## src/hdl/ehq_pkg.sv

```systemverilog
// ----------------------------------------------------------------------------
// ehq_pkg
// Shared types and constants for the eight-channel hold-time input qualifier.
// ----------------------------------------------------------------------------
`default_nettype none

package ehq_pkg;

   localparam int CHANNELS    = 8;
   localparam int COUNT_BITS  = 16;
   localparam int HOLD_BITS   = 16;
   localparam int FIELD_BITS  = 2;
   localparam int WORD_BITS   = CHANNELS * FIELD_BITS;
   localparam int KIND_BITS   = 2;
   localparam int CSR_IDX_BITS = 1;
   localparam int CSR_DATA_BITS = 16;
   localparam int CMP_BITS    = (COUNT_BITS > HOLD_BITS) ? COUNT_BITS : HOLD_BITS;

   typedef logic [FIELD_BITS-1:0] status_type;
   typedef logic [KIND_BITS-1:0]  kind_type;
   typedef logic [COUNT_BITS-1:0] count_type;
   typedef logic [HOLD_BITS-1:0]  hold_type;

   // item kinds; the unused code behaves as a query
   localparam kind_type KIND_EDGE  = 2'd0;
   localparam kind_type KIND_TICK  = 2'd1;
   localparam kind_type KIND_QUERY = 2'd2;

   // status field codes
   localparam status_type ST_NONE = 2'b00;
   localparam status_type ST_HIGH = 2'b01;
   localparam status_type ST_LOW  = 2'b10;

   // register indexes
   localparam logic [CSR_IDX_BITS-1:0] REG_HOLD_TICKS     = 1'd0;
   localparam logic [CSR_IDX_BITS-1:0] REG_QUALIFIED_MASK = 1'd1;

   localparam hold_type HOLD_RESET = 16'd10;
   localparam hold_type HOLD_MIN   = 16'd1;

   // control for one channel's state update
   typedef struct packed {
      logic     update;
      kind_type kind;
      hold_type hold;
   } chan_ctl_type;

endpackage

`default_nettype wire

```

## src/hdl/ehq_chan.sv

```systemverilog
// ----------------------------------------------------------------------------
// ehq_chan
// One channel: arm flag, high/low hold counters and qualified status.
// ----------------------------------------------------------------------------
`default_nettype none

module ehq_chan (
   input  wire                    clock,
   input  wire                    reset,
   input  ehq_pkg::chan_ctl_type  ctl,
   input  wire                    edge_bit,
   input  wire                    level,
   output ehq_pkg::status_type    status_next
);
   import ehq_pkg::*;

   logic       armed_ff, armed_in;
   status_type status_ff, status_in;
   count_type  high_ff, high_in;
   count_type  low_ff, low_in;
   count_type  high_inc, low_inc;
   logic       high_hit, low_hit;

   assign high_inc = high_ff + count_type'(1);
   assign low_inc  = low_ff + count_type'(1);
   assign high_hit = CMP_BITS'(high_inc) >= CMP_BITS'(ctl.hold);
   assign low_hit  = CMP_BITS'(low_inc) >= CMP_BITS'(ctl.hold);

   always_comb begin
      armed_in  = armed_ff;
      status_in = status_ff;
      high_in   = high_ff;
      low_in    = low_ff;
      if (ctl.update) begin
         if (ctl.kind == KIND_EDGE) begin
            if (edge_bit) begin
               armed_in = 1'b1;
               high_in  = '0;
               low_in   = '0;
            end
         end else if (ctl.kind == KIND_TICK && armed_ff) begin
            if (level) begin
               if (high_hit) begin
                  status_in = ST_HIGH;
                  high_in   = '0;
               end else begin
                  high_in = high_inc;
               end
            end else begin
               if (low_hit) begin
                  status_in = ST_LOW;
                  low_in    = '0;
               end else begin
                  low_in = low_inc;
               end
            end
         end
      end
   end

   always_ff @(posedge clock) begin
      if (reset) begin
         armed_ff  <= 1'b0;
         status_ff <= ST_HIGH;
         high_ff   <= '0;
         low_ff    <= '0;
      end else begin
         armed_ff  <= armed_in;
         status_ff <= status_in;
         high_ff   <= high_in;
         low_ff    <= low_in;
      end
   end

   // the word reports status after this item's update
   assign status_next = status_in;

endmodule

`default_nettype wire

```

## src/hdl/eight_channel_hold_time_input_qualifier.sv

```systemverilog
// ----------------------------------------------------------------------------
// eight_channel_hold_time_input_qualifier
// Path: word accept into the input register, then into the result register;
//    the channel state updates as the word moves between the two.
// Throughput: one word per cycle while the result output is not stalled.
// Reset clears arm flags and counters, sets every status to high held,
//    hold_ticks to 10 and qualified_mask to 0.
// ----------------------------------------------------------------------------
`default_nettype none

module eight_channel_hold_time_input_qualifier (
   input  wire                                  clock,
   input  wire                                  reset,
   input  wire                                  req_valid,
   output logic                                 req_stall,
   input  wire  [ehq_pkg::KIND_BITS-1:0]        req_kind,
   input  wire  [ehq_pkg::CHANNELS-1:0]         req_edge_mask,
   input  wire  [ehq_pkg::CHANNELS-1:0]         req_pin_levels,
   input  wire  [ehq_pkg::CHANNELS-1:0]         req_direct_levels,
   input  wire  [ehq_pkg::CHANNELS-1:0]         req_request_mask,
   output logic                                 rsp_valid,
   input  wire                                  rsp_stall,
   output logic [ehq_pkg::WORD_BITS-1:0]        rsp_status_word,
   input  wire                                  csr_valid,
   output logic                                 csr_ready,
   input  wire  [ehq_pkg::CSR_IDX_BITS-1:0]     csr_index,
   input  wire  [ehq_pkg::CSR_DATA_BITS-1:0]    csr_wdata
);
   import ehq_pkg::*;

   hold_type              hold_ff;
   logic [CHANNELS-1:0]   qual_ff;

   logic                  s1_valid_ff, s1_valid_in;
   kind_type              kind_ff;
   logic [CHANNELS-1:0]   edge_ff, pin_ff, direct_ff, request_ff;

   logic                  rsp_valid_ff, rsp_valid_in;
   logic [WORD_BITS-1:0]  word_ff, word_in;

   logic                  advance, req_take;
   chan_ctl_type          ctl;
   status_type            status_next [CHANNELS];

   // config registers; a zero hold time acts as one
   always_ff @(posedge clock) begin
      if (reset) begin
         hold_ff <= HOLD_RESET;
         qual_ff <= '0;
      end else if (csr_valid && csr_ready) begin
         case (csr_index)
            REG_HOLD_TICKS: begin
               hold_ff <= (HOLD_BITS'(csr_wdata) == '0) ? HOLD_MIN : HOLD_BITS'(csr_wdata);
            end
            REG_QUALIFIED_MASK: begin
               qual_ff <= csr_wdata[CHANNELS-1:0];
            end
            default: begin
               hold_ff <= hold_ff;
            end
         endcase
      end
   end

   assign csr_ready = ~s1_valid_ff;

   // handshake
   assign advance   = ~rsp_valid_ff | ~rsp_stall;
   assign req_stall = s1_valid_ff & ~advance;
   assign req_take  = req_valid & ~req_stall;

   always_comb begin
      s1_valid_in = s1_valid_ff;
      if (req_take) begin
         s1_valid_in = 1'b1;
      end else if (advance) begin
         s1_valid_in = 1'b0;
      end
   end

   always_ff @(posedge clock) begin
      if (reset) begin
         s1_valid_ff <= 1'b0;
      end else begin
         s1_valid_ff <= s1_valid_in;
      end
   end

   always_ff @(posedge clock) begin
      if (req_take) begin
         kind_ff    <= req_kind;
         edge_ff    <= req_edge_mask;
         pin_ff     <= req_pin_levels;
         direct_ff  <= req_direct_levels;
         request_ff <= req_request_mask;
      end
   end

   assign ctl.update = s1_valid_ff & advance;
   assign ctl.kind   = kind_ff;
   assign ctl.hold   = hold_ff;

   for (genvar c = 0; c < CHANNELS; c++) begin : g_chan
      ehq_chan u_chan (
         .clock       (clock),
         .reset       (reset),
         .ctl         (ctl),
         .edge_bit    (edge_ff[c]),
         .level       (pin_ff[c]),
         .status_next (status_next[c])
      );
   end

   // pack the status word
   always_comb begin
      for (int c = 0; c < CHANNELS; c++) begin
         if (!request_ff[c]) begin
            word_in[c*FIELD_BITS +: FIELD_BITS] = ST_NONE;
         end else if (qual_ff[c]) begin
            word_in[c*FIELD_BITS +: FIELD_BITS] = status_next[c];
         end else begin
            word_in[c*FIELD_BITS +: FIELD_BITS] = direct_ff[c] ? ST_HIGH : ST_LOW;
         end
      end
   end

   always_comb begin
      rsp_valid_in = rsp_valid_ff;
      if (advance) begin
         rsp_valid_in = s1_valid_ff;
      end
   end

   always_ff @(posedge clock) begin
      if (reset) begin
         rsp_valid_ff <= 1'b0;
      end else begin
         rsp_valid_ff <= rsp_valid_in;
      end
   end

   always_ff @(posedge clock) begin
      if (s1_valid_ff && advance) begin
         word_ff <= word_in;
      end
   end

   assign rsp_valid       = rsp_valid_ff;
   assign rsp_status_word = word_ff;

`ifndef NO_ASSERTIONS
   a_stall_needs_item: assert property (@(posedge clock) disable iff (reset)
      req_stall |-> (s1_valid_ff && rsp_valid_ff))
      else $error("input stalled without a held word and a waiting result");

   a_move_gives_result: assert property (@(posedge clock) disable iff (reset)
      (s1_valid_ff && advance) |=> rsp_valid_ff)
      else $error("word left the input register without a result");

   a_drain_empties: assert property (@(posedge clock) disable iff (reset)
      (!s1_valid_ff && rsp_valid_ff && !rsp_stall) |=> !rsp_valid_ff)
      else $error("result repeated after it was taken");

   a_csr_idle: assert property (@(posedge clock) disable iff (reset)
      (csr_valid && csr_ready) |-> !s1_valid_ff)
      else $error("config written while a word is in flight");
`endif

endmodule

`default_nettype wire

```

## config.mk

```make
export PLATFORM = sky130hd
export DESIGN_NAME = eight_channel_hold_time_input_qualifier
export DESIGN_NICKNAME = d
export VERILOG_FILES = /design/src/hdl/ehq_pkg.sv /design/src/hdl/ehq_chan.sv /design/src/hdl/eight_channel_hold_time_input_qualifier.sv
export SDC_FILE = /design/constraint.sdc
export NUM_CORES = 1
export LEC_CHECK = 0
export BUFFER_PORTS_ARGS = -buffer_cell sky130_fd_sc_hd__clkbuf_2
export CAP_MARGIN = 5
export CORE_AREA = 2 2 221 223
export CTS_CLUSTER_DIAMETER = 50
export DETAILED_ROUTE_END_ITERATION = 6
export DIE_AREA = 0 0 223 225
export PLACE_DENSITY_LB_ADDON = 0.1
export SLEW_MARGIN = 15
export SYNTH_ARGS = -nofsm -noshare
export SYNTH_HDL_FRONTEND = slang
export SYNTH_HIERARCHICAL = 1
export SYNTH_SLANG_ARGS = --single-unit
```

## constraint.sdc

```tcl
create_clock -name clock -period 3.95 [get_ports clock]
set_clock_uncertainty 0.2 [all_clocks]
set_input_delay 0.395 -clock clock [delete_from_list [all_inputs] [get_ports clock]]
set_output_delay 0.395 -clock clock [all_outputs]
set_load 0.05 [all_outputs]
```

== Word level (Yosys, flattened, before mapping) ==
Cells that the tools add are included.
Word-level totals
  output and inout port bits: 19
  register bits after elaboration: 356
  latch bits: 0
  word-level logic and storage cells: 302
  RAM bits: 0
  memory bits (read-only): 0
  memories kept: 0
  input bits: 56
Cells by class
  equality and inequality tests: 17
  multipliers: 0
  $lt $le $gt $ge: 16
  $add $sub $neg: 16
  div/mod/pow operators: 0
  reduce and logical (&&, ||, !) cells: 55
  muxes and demuxes: 139
  bitwise operators: 10
  shifts and indexed selects: 0
Operators by type and width (count)
  16-bit 2-to-1 mux: 73
  16-bit by 1-bit adder with 16-bit output, second input constant: 16
  16-bit greater-or-equal comparator: 16
  2-bit 2-to-1 mux: 64
  4-bit AND reduction: 16
  2-bit nonzero test: 17
  3-bit AND reduction: 8
  16-bit logical NOT: 1
  2-bit by 1-bit inequality test with 1-bit output, second input constant: 8
  2-bit inequality test, second input constant: 8
  1-bit logical AND: 10
  1-bit inverter: 6
  2-bit AND reduction: 2
  1-bit AND: 3
  2-bit by 1-bit equality test with 1-bit output, second input constant: 1
  2-bit logical NOT: 1
  1-bit 2-to-1 mux: 2
  1-bit bitwise OR: 1

== Longest topological paths before layout ==
Gate-level depths: netlist of run 1.
  word-level depth: 8
  depth in mapped cells: 16
  depth with buffers taken out: 15

== Modules after synthesis ==
Netlist of run 1, hierarchy kept.
Modules (own cells, without submodules)
  ehq_chan: seq. area each 700.7 um2, cells each 312, area each 2603.7 um2, instances 8
  eight_channel_hold_time_input_qualifier: seq. area each 2021.9 um2, cells each 203, area each 2737.6 um2, instances 1

== Worst setup path after synthesis of run 1 ==
No wires, ideal clock.
  kind: reg2reg
  start: register g_chan[0].u_chan.low_ff[0]
  end: register word_ff[0], in the netlist rsp_status_word[0] (data pin)
  library setup time: 0.256 ns
  clock period less this slack: 3.510 ns
  path buffers: 0
  cell stages (with the launch flop): 15
  required time: 3.494 ns
  setup slack: 0.440 ns
  arrival: 3.055 ns
  cells stage by stage: dfxtp_1 > ha_1 > nand2_1 > nor3_1 > nand2_1 > and2_1 > or2_2 > ha_1 > nand4_1 > or3_1 > or3_1 > o21ai_2 > a221oi_1 > mux2i_1 > nor2b_1
RTL lines
  from (decl): line ehq_chan.sv:20  | count_type low_ff, low_in;
  from (signal assigned): line ehq_chan.sv:71  | low_ff <= low_in;
  to (signal assigned): line eight_channel_hold_time_input_qualifier.sv:144  | word_ff <= word_in;
  to (decl): line eight_channel_hold_time_input_qualifier.sv:39  | logic [WORD_BITS-1:0] word_ff, word_in;

==> key figures, run 1 <==
Layout
  – Synthesis-to-layout area growth: 14.7%
  – Finished Core Util: 56.8%
  – Nets@finish: 3164
  – Final Non-Filler Cells: 3493
  – Share of cells above drive strength 1: 10.9%

Global routing
  – Gr usage total: 24.6%
  – Largest net degree at the start of global routing: 56
  – First-pass GRT wire length: 98500 um
  – Initial antenna violation count: 2
  – Vias in the first global route: 18890
  – GRT overflow: 0

Logic synthesis
  – Post-synth top area cell: dfxtp_1
  – Register bit total from synthesis: 356
  – Post-synth EDFFs: 50
  – Top post-synthesis cells by area: dfxtp_1 (26%), ha_1 (14%), edfxtp_1 (6.4%)
  – Ys flop type: dfxtp_1
  – Yosys cell types: 57
  – Cells after Synth: 2699
  – Syn avg cell area: 8.73 sq um
  – Synth async-reset ratio: 0%
  – Synth warnings: 6
  – Post-Syn Area: 0.0236 sq mm
  – Synth top area share: 26.0%
  – Seq/Total Area, Yosys: 32.4%
  – Post-synth net total: 3027

STA
  – Worst slew pin tran: 1200 ps
  – Setup WS post-layout: 202 ps
  – Final setup viols: 0
  – Fmax: 267 MHz
  – Final hold vios: 0
  – Max-slew violations: 0
  – Worst slew margin: 19.9%
  – Final period utilization: 94.9%
  – TNS Setup: 0 ps
  – Tmin final: 3750 ps

Placed design
  – Worst slack, placed: 149 ps
  – Port bufs: 74
  – Dpl cells: 3348
  – DP Wirelength: 44600 um
  – RePlAce Congestion: 0.848

Worst setup path
  – CP Capture Type: register
  – R2r setup slk: 200 ps
  – Worst Path Required: 4100 ps
  – Crit path arrival time: 3900 ps
  – Startpoint types: register
  – CP Class: reg2reg
  – Crit-path max FO: 6

Job
  – Maximum capacitance violations: 0

Detailed routing
  – Vias per cell: 5.75
  – DR WL/cell: 17.8 um
  – Routed Wire Length: 62300 um
  – DRT iter0 DRCs: 1310
  – Vias: 20073
  – DRC Markers: 0
  – Pre-Repair DR Iteration Count: 7
  – Post-route ant nets: 0

Clocking
  – Clk_lat worst skew: 600 ps
  – H-Tree Depth: 2
  – Clk buf depth: 3
  – TritonCTS clock tree: built
  – Total setup buffers inserted after CTS: 0
  – Clk slew on worst S/H paths: 60 ps
  – # clock sinks: 356
  – Num CTS Buffers: 49
  – Clk root buf: clkbuf_16

Die
  – Die X: 223 um
  – IO Count: 75
  – Row cnt: 80
  – Core ar.: 0.0475 sq mm
  – Die height: 225 um
  – DIE AREA: 0.0502 sq mm
  – Initial Util: 49.6%

Worst hold path
  – Hold WC Path Type: in2reg

Power
  – VDD IR max: 0.312 mV
  – PD cells: 340 mW/mm^2
  – P_leak: 11.5 nW

Run status
  – Status: finished clean
[worst paths after layout]
path                                                  start                     endpoint  cells past startpoint
worst min register to register  g_chan[0].u_chan/low_ff[13]  g_chan[0].u_chan/low_ff[13]                      1
worst min-delay path                              csr_index                  hold_ff[14]                      4
worst max-delay path             g_chan[4].u_chan/low_ff[0]           rsp_status_word[8]                     14
worst max register to register   g_chan[4].u_chan/low_ff[0]           rsp_status_word[8]                     14
[stage by stage]
step | power (mW) | hold WS (ps) | instance area (sq um)
after global routing | 9.51 | 43.6 | 27000
after detailed placement | 4.48 | 260 | 24700
after CTS | 9.27 | 47.3 | 27000
final | 9.18 | 34.8 | 27000
after floorplan | 4.22 | 239 | 23600
after global placement | 4.46 | 251 | 24700
[flip-flops by register name, summed over array words and instances, names as in the netlist]
register and count:
direct_ff 8, s1_valid_ff 1, hold_ff 16, g_chan.u_chan/low_ff 128, edge_ff 8, rsp_valid 1, rsp_status_word 16, kind_ff 2
pin_ff 8, g_chan.u_chan/armed_ff 8, request_ff 8, qual_ff 8, g_chan.u_chan/status_ff 16, g_chan.u_chan/high_ff 128
[where the power goes]
group | total (mW) | switching (mW) | internal, mW
sequential | 3.78 | 0.0483 | 3.73
combinational | 0.674 | 0.427 | 0.247
clock | 4.73 | 1.80 | 2.94
[synth_stat cells, types with 11 or more instances]
library cell,instances
buf_6,17
dfxtp_1,306
edfxtp_1,50
xnor2_1,128
a21o_1,24
mux2i_1,16
buf_2,25
nand3b_1,11
nand4_1,57
or3_1,32
a31oi_1,72
nand3_1,112
nor2_1,173
ha_1,272
xor2_1,72
and2_1,32
a22o_1,128
a211oi_1,17
o21ai_0,112
nand2_1,278
or2_2,16
and3_1,17
nor4_1,28
nor3_1,56
a21oi_1,175
inv_1,161
nand2b_1,32
clkbuf_2,16
o211a_1,16
clkbuf_1,27
a41oi_1,16
nor2b_1,25
a211o_1,16
[cell families after synthesis]
family | count (synthesis) | synth area share, %
buffers and inverters | 256 | 4.90
flip-flops | 356 | 32.4
multiplexers | 24 | 1.06
adder cells (fa/ha/maj) | 272 | 14.4
AND/OR/NAND/NOR | 927 | 20.0
AO/OA/AOI/OAI | 664 | 19.8
XOR/XNOR | 200 | 7.43
[worst max-delay path, cell delays in order, from the launching register on]
cell and delay, ps:
dfxtp_1 430, ha_2 290, nand2_1 120, nor3_2 250
nand2_1 90, and2_1 170, or2_2 300, ha_1 290
nand4_1 130, or3_1 430, or3_1 340, o21ai_2 180
a221oi_1 90, mux2i_1 150, nor2b_1 60
[area by class of cell]
cell class | count | area (sq um)
Sequential cell | 356 | 7630
Tap cell | 615 | 769
Multi-Input combinational cell | 2087 | 14900
Inverter | 161 | 604
Antenna cell | 1 | 2.50
Clock inverter | 29 | 369
Fill cell | 4213 | 20500
Clock buffer | 63 | 1370
Timing Repair Buffer | 181 | 1410
[layer usage]
layer,up-vias,track usage (%),wire (um)
li1,10088,-,-
met1,9461,32.7,28800
met2,429,40.6,28600
met3,91,4.95,3360
met4,4,6.69,1470
met5,-,0,21
[what timing repair did]
| action | in CTS | in global routing |
|---|---|---|
| hold endpoints to repair | 60 | 0 |
| setup endpoints to repair | 0 | 79 |
| gates resized for setup | 0 | 21 |
| hold buffers | 52 | 0 |
[layout by cell type (no fill, tap or decap), types with 48 or more instances in the layout]
cell type	n
a31oi_1	72
dlygate4sd3_1	52
a21oi_1	174
inv_1	161
clkbuf_2	73
nand4_1	57
a22o_1	128
nor2_1	173
xnor2_1	128
xor2_1	72
ha_1	266
nand2_1	278
edfxtp_1	50
buf_4	48
nor3_1	50
clkbuf_16	52
o21ai_0	112
dfxtp_1	305
nand3_1	112
No activity file was read; power rests on OpenSTA's default activity.
==> run 2, diff against run 1 <==
- ABC_AREA: unset -> 1
- CORE_AREA: 2 2 221 223 -> 2 2 236 238
- DIE_AREA: 0 0 223 225 -> 0 0 238 240
==> run 2 against run 1 <==
Against the previous run: combinational power is 27% higher; cell count is 41% higher; clock power is 8.5% higher; first-iteration DRC count is 28% higher; utilization is 0.60 points lower; clock-buffer cell count is 2 higher; register-to-register slack better by 380 ps; die area is 14% higher; critical path depth is 3 higher; hold slack better by 6.8 ps; synthesized cell count is 48% higher.
==> key figures, run 2 <==
Run status
  – Status: finished clean

Worst setup path
  – Worst r2r dst: rsp_status_word[1]
  – Slowest CP cell: dfxtp_1
  – Startpoint types: register
  – CP Capture Type: register
  – Largest stage delay, worst path: 380 ps (-50 ps)
  – Worst Reg-to-Reg Cells: 17 (+3)
  – Most common cell on crit path: nand2_1
  – R2r setup slk: 580 ps (+380 ps)
  – Worst Path Required: 4130 ps (+30 ps)
  – Crit path arrival time: 3550 ps (-350 ps)
  – CP Class: reg2reg
  – Crit-path max FO: 8 (+2)
  – Critical R2R Launch: g_chan[0].u_chan/high_ff[0]
  – Crit-path cells: ha_1, nand3_1, nor2_2, nand2_1, nor2_1, xor2_1, inv_1, ha_1, nand2_1, nor3_1, nand2_1, nand3_1, nand2_1, nand2_1, inv_1, a21oi_1, nor2_1

Clocking
  – H-Tree Depth: 2 (unchanged)
  – Post-CTS sizing: 0 (unchanged)
  – TritonCTS clock tree: built
  – # clock sinks: 356 (unchanged)
  – CTS Hold Bufs: 53 (+1.9%)
  – Clk buf depth: 3 (unchanged)
  – Clk slew on worst S/H paths: 60 ps (about the same)
  – Clk_lat worst skew: 620 ps (+20 ps)
  – Clk root buf: clkbuf_16
  – Total setup buffers inserted after CTS: 0 (unchanged)
  – Num CTS Buffers: 56 (+14%)

Die
  – Die height: 240 um (+6.7%)
  – DIE AREA: 0.0571 sq mm (+14%)
  – IO Count: 75 (unchanged)
  – Core ar.: 0.0547 sq mm (+15%)
  – Die X: 238 um (+6.7%)
  – Row cnt: 86 (+7.5%)
  – Initial Util: 49.4% (-0.15 points)

STA
  – Worst slew pin tran: 1120 ps (-76.3 ps)
  – Final setup viols: 0 (unchanged)
  – Unrepaired setup endpoints after global routing: no
  – Fmax: 297 MHz (+11%)
  – Max-slew violations: 0 (unchanged)
  – Final hold vios: 0 (unchanged)
  – TNS Setup: 0 ps (unchanged)
  – Tmin final: 3370 ps (-378 ps)
  – Final period utilization: 85.3% (-9.6 points)
  – Worst slew margin: 25.2% (+5.4 points)

Worst hold path
  – Hold WC Path Type: in2reg
  – Hold path cells: 4 (unchanged)
  – Hold Path Sink: hold_ff[3]
  – HP Start: csr_index

Global routing
  – Initial antenna violation count: 4 (+2)
  – First-pass GRT wire length: 119000 um (+21%)
  – Gr usage total: 26.0% (+1.4 points)
  – Vias in the first global route: 22873 (+21%)
  – GRT overflow: 0 (unchanged)
  – Largest net degree at the start of global routing: 93 (+66%)

Placed design
  – RePlAce Congestion: 0.905 (+6.8%)
  – DP Wirelength: 54900 um (+23%)
  – Port bufs: 74 (unchanged)

Logic synthesis
  – Cells after Synth: 3998 (+48%)
  – Synth async-reset ratio: 0% (unchanged)
  – Post-Syn Area: 0.0270 sq mm (+15%)
  – Yosys cell types: 35 (-39%)
  – Post-synth net total: 4326 (+43%)
  – Syn avg cell area: 6.76 sq um (-23%)
  – Post-synth top area cell: dfxtp_1
  – Ys flop type: dfxtp_1
  – Register bit total from synthesis: 356 (unchanged)
  – Top cells by count, synth: nand2_1 (891), inv_1 (626), nor2_1 (622)
  – Synth warnings: 6 (unchanged)
  – Post-synth EDFFs: 50 (unchanged)
  – Synth top area share: 22.7% (-3.3 points)
  – Top post-synthesis cells by area: dfxtp_1 (23%), ha_1 (13%), nand2_1 (12%)
  – Most frequent cell after synthesis: nand2_1
  – Seq/Total Area, Yosys: 28.2% (-4.1 points)

Layout
  – Regs by FF count: g_chan.u_chan/high_ff: 128 flops, g_chan.u_chan/low_ff: 128 flops
  – Antenna diode count: 0 (-1)
  – Share of cells above drive strength 1: 9.55% (-1.3 points)
  – Nets@finish: 4488 (+42%)
  – Commonest non-fill, non-tap cell in the layout: nand2_1
  – Synthesis-to-layout area growth: 13.8%
  – Most frequent cells in the layout: nand2_1 (891), inv_1 (625), nor2_1 (622)

Power
  – VDD IR max: 0.349 mV (+12%)
  – Total Power: 9.78 mW (+6.4%)
  – PD cells: 318 mW/mm^2 (-6.4%)
  – P_leak: 14.2 nW (+23%)

Detailed routing
  – DR WL/cell: 15.2 um (-15%)
  – Vias: 25196 (+26%)
  – DRC Markers: 0 (unchanged)
  – Routed Wire Length: 74500 um (+20%)
  – Post-route ant nets: 0 (unchanged)
  – Vias per cell: 5.13 (-11%)
  – Pre-Repair DR Iteration Count: 5 (-2)
  – DRT iter0 DRCs: 1677 (+28%)

Job
  – Maximum capacitance violations: 0 (unchanged)
## run 2: cell types whose count changed after synthesis, moves of 40 or more
cell     before  now
inv_1       161  626
nand3_1     112  154
nor2_2        0   40
xnor2_1     128   32
xor2_1       72  120
a22o_1      128    0
nand2_1     278  891
a31oi_1      72    8
nand4_1      57  200
nor2_1      173  622
a21oi_1     175  292
o21ai_0     112   52
## run 2: critical path, delay by kind of cell, from the launching register on
family,cells,cell delay (ps)
compound gates,1,130
xor+xnor,1,200
fa+ha+maj,2,480
buf+inv,2,110
flops,1,380
simple gates,11,1620
## run 2: metrics by stage
stage	area (sq um)	instances	worst slack (ps)	utilization (%)	hold slack [ps]
floorplan	27000	3998	493	-	237
global placement	28300	4753	622	51.7	249
detailed placement	28300	4753	597	51.7	264
CTS	30700	4912	567	56.2	1.55
global route	30700	4912	147	56.2	52.2
finish	30700	4912	580	56.2	41.6
## run 2: report_power, final
part	switching, mW	total [mW]	internal (mW)
registers	0.0567	3.79	3.73
logic	0.590	0.858	0.269
clock network	2.00	5.13	3.13
total	2.65	9.78	7.13
## run 2: per-layer routing
metal  up-vias  GRT usage, %  wire length [um]
met5         -             0                27
met4         4          7.12              1680
li1      13184             -                 -
met3       107          3.30              4210
met2       606          42.1             32800
met1     11295          36.4             35800
## run 2: logic make-up (layout without fill, tap and decap cells)
kind of cell    Yosys count  after routing  share of synthesized area, %
simple gates           2086           2086                          35.3
buf+inv                 722            932                          10.6
compound gates          410            410                          8.37
flops                   356            356                          28.2
fa+ha+maj               272            272                          12.6
xor+xnor                152            152                          4.93
## run 2: how the worst max path moves through the flow
stage,from,end,slack [ps]
final,g_chan[0].u_chan/high_ff[0],rsp_status_word[1],580
after global routing,g_chan[1].u_chan/high_ff[0],rsp_status_word[3],150
after CTS,g_chan[0].u_chan/high_ff[0],rsp_status_word[1],570
after detailed placement,g_chan[1].u_chan/high_ff[0],rsp_status_word[3],600
after global placement,g_chan[1].u_chan/high_ff[0],rsp_status_word[3],620
after floorplan,rsp_valid,rsp_status_word[0],490
## run 2: cell type report
class	count	area, sq um
repair buffers	173	1290
well taps	704	881
flip-flops and latches	356	7630
clock buffers	65	1480
inverters	653	2460
clock inverters	41	469
fillers	5399	23900
multi-input cells	2920	16500
==> run 3, diff against run 2 <==
- CORE_AREA: 2 2 236 238 -> 2 2 249 251
- DIE_AREA: 0 0 238 240 -> 0 0 251 253
==> run 3 against run 2 <==
Against the previous run: the run now ends with design-rule violations left; sequential cell count unchanged; worst setup slack got worse by 1.5 ps; hold slack got worse by 4.2 ps; clock power decreased by 2%; fmax about the same; sequential power about the same; global-route usage decreased by 1.8 points; total power decreased by 0.88%; cell count increased by 1.9%; clock-buffer cell count decreased by 1.
==> key figures, run 3 (synthesis gave the netlist of run 2 again) <==
Run status
  – Status: finished, violations left
  – Violated checks: design-rule violations

Clocking
  – TritonCTS clock tree: built
  – Total setup buffers inserted after CTS: 0 (unchanged)
  – Clk slew on worst S/H paths: 60 ps (about the same)
  – Clk buf depth: 3 (unchanged)
  – # clock sinks: 356 (unchanged)
  – Clk_lat worst skew: 630 ps (about the same)
  – H-Tree Depth: 2 (unchanged)
  – Num CTS Buffers: 58 (+3.6%)
  – Clk root buf: clkbuf_16

Placed design
  – DP Wirelength: 57000 um (+3.8%)
  – Port bufs: 74 (unchanged)
  – RePlAce Congestion: 0.899 (-0.70%)
  – Area post-placement: 0.0284 sq mm (+0.33%)

STA
  – Fmax: 297 MHz (about the same)
  – TNS Setup: 0 ps (unchanged)
  – Final period utilization: 85.4% (about the same)
  – Worst slew pin tran: 738 ps (-384 ps)
  – Unrepaired setup endpoints after global routing: no
  – Max-slew violations: 0 (unchanged)
  – Final setup viols: 0 (unchanged)
  – Final hold vios: 0 (unchanged)
  – Tmin final: 3370 ps (+1.47 ps)
  – Worst slew margin: 50.8% (+26 points)

Layout
  – Fill count: 6242 (+16%)
  – Synthesis-to-layout area growth: 14.1%
  – Most frequent cells in the layout: nand2_1 (891), inv_1 (625), nor2_1 (622)
  – Share of cells above drive strength 1: 9.64% (+0.086 points)
  – Final Cell Area: 0.0308 sq mm (+0.29%)
  – Multi-input gate area: 0.0165 sq mm (unchanged)
  – Register Area: 0.00763 sq mm (unchanged)
  – Nets@finish: 4490 (+0.045%)
  – Commonest non-fill, non-tap cell in the layout: nand2_1
  – Regs by FF count: g_chan.u_chan/high_ff: 128 flops, g_chan.u_chan/low_ff: 128 flops
  – Finished Core Util: 50.5% (-5.7 points)

Global routing
  – GRT overflow: 0 (unchanged)
  – Initial antenna violation count: 4 (unchanged)
  – Vias in the first global route: 23163 (+1.3%)
  – First-pass GRT wire length: 123000 um (+3.1%)
  – Gr usage total: 24.2% (-1.8 points)
  – Largest net degree at the start of global routing: 92 (-1.1%)

Detailed routing
  – DRC Markers: 4 (+4)
  – DR WL/cell: 15.5 um (+2.1%)
  – Vias: 25141 (-0.22%)
  – Pre-Repair DR Iteration Count: 7 (+2)
  – Routed Wire Length: 77400 um (+4.0%)
  – Post-route ant nets: 0 (unchanged)
  – DRT iter0 DRCs: 1701 (+1.4%)
  – Vias per cell: 5.03 (-2.0%)

Power
  – Sw frac: 28.1% (+1.1 points)
  – PD cells: 314 mW/mm^2 (-1.2%)
  – P_int: 6.96 mW (-2.3%)
  – P_leak: 14.2 nW (about the same)
  – Net Switching: 2.73 mW (+3.0%)
  – VDD IR max: 0.359 mV (+2.8%)
  – Sequential power share: 39.1% (+0.3 points)
  – Power share of the combinational group: 8.9% (about the same)
  – Share of total power in the clock network: 52.0% (-0.5 points)

Worst hold path
  – Hold WC Path Type: in2reg
  – HP Start: csr_index

Die
  – DIE AREA: 0.0635 sq mm (+11%)
  – Core ar.: 0.0610 sq mm (+12%)
  – Die height: 253 um (+5.4%)
  – Row cnt: 91 (+5.8%)
  – Die X: 251 um (+5.5%)
  – Initial Util: 44.3% (-5.2 points)
  – IO Count: 75 (unchanged)

Worst setup path
  – Critical R2R Launch: g_chan[0].u_chan/high_ff[0]
  – CP Capture Type: register
  – CP Class: reg2reg
  – Startpoint types: register
  – Crit. Startpoint: g_chan[0].u_chan/high_ff[0]
  – Worst Path Required: 4120 ps (about the same)
  – Crit-path max FO: 8 (unchanged)
  – Crit path arrival time: 3540 ps (about the same)

Job
  – Maximum capacitance violations: 0 (unchanged)
run 3: cell count changes in the layout (fill, tap and decap cells not counted), moves of 2 or more:
cell,delta
buf_4,-2
bufinv_16,-4
clkbuf_1,-3
clkbuf_16,+2
clkinv_2,+3
clkinv_4,+2
clkinvlp_4,-2
dlygate4sd3_1,+2
inv_4,+4
inv_8,+3
run 3: power by group through the flow:
stage	combinational (mW)	clock [mW]	sequential [mW]
3_3_place_gp	0.810	0	3.87
3_5_place_dp	0.814	0	3.87
5_1_grt	0.961	5.32	3.79
2_1_floorplan	0.491	0	3.88
4_1_cts	0.863	5.17	3.79
6_report	0.859	5.04	3.79
run 3: layer usage:
| metal | vias up | track usage [%] | wire, um |
|---|---|---|---|
| met5 | - | 0 | 34 |
| met4 | 6 | 7.48 | 2260 |
| met3 | 119 | 3.50 | 3870 |
| met2 | 522 | 39.2 | 34200 |
| met1 | 11304 | 33.1 | 37100 |
| li1 | 13190 | - | - |
run 3: cell type report:
type | count | area share, %
repair buffers | 173 | 4.21
clock buffers | 64 | 4.91
inverters | 653 | 7.97
flip-flops and latches | 356 | 24.7
clock inverters | 46 | 1.31
diodes | 1 | 0.00812
multi-input cells | 2920 | 53.6
well taps | 790 | 3.21
run 3: stage by stage:
step           cells  setup WS (ps)  hold WS [ps]  power, mW
6_report        5003            578          37.4       9.69
2_1_floorplan   3998            493           237       4.37
3_5_place_dp    4837            577           257       4.68
5_1_grt         5003            225          51.7       10.1
4_1_cts         5002            563          3.85       9.82
3_3_place_gp    4837            674           247       4.68
run 3: final timing paths:
| kind | cells after the start | endpoint | slack (ps) |
|---|---|---|---|
| min reg2reg | 2 | g_chan[3].u_chan/armed_ff | 270 |
| min | 4 | hold_ff[11] | 40 |
| max reg2reg | 17 | rsp_status_word[1] | 580 |
| max | 17 | rsp_status_word[1] | 580 |
run 3: timing repair:
action / 4_1_cts / 5_1_grt
hold endpoints to repair: 62 / 0
hold buffers: 55 / 0
resized for setup: 0 / 0
run 3: critical path: stages, from the launching register on:
cell	delay, ps
dfxtp_1	390
ha_1	200
nand3_1	160
nor2_2	220
nand2_1	100
nor2_1	140
xor2_1	210
inv_1	60
ha_1	290
nand2_1	70
nor3_1	300
nand2_1	250
nand3_1	150
nand2_1	80
nand2_1	100
inv_1	40
a21oi_1	130
nor2_1	60
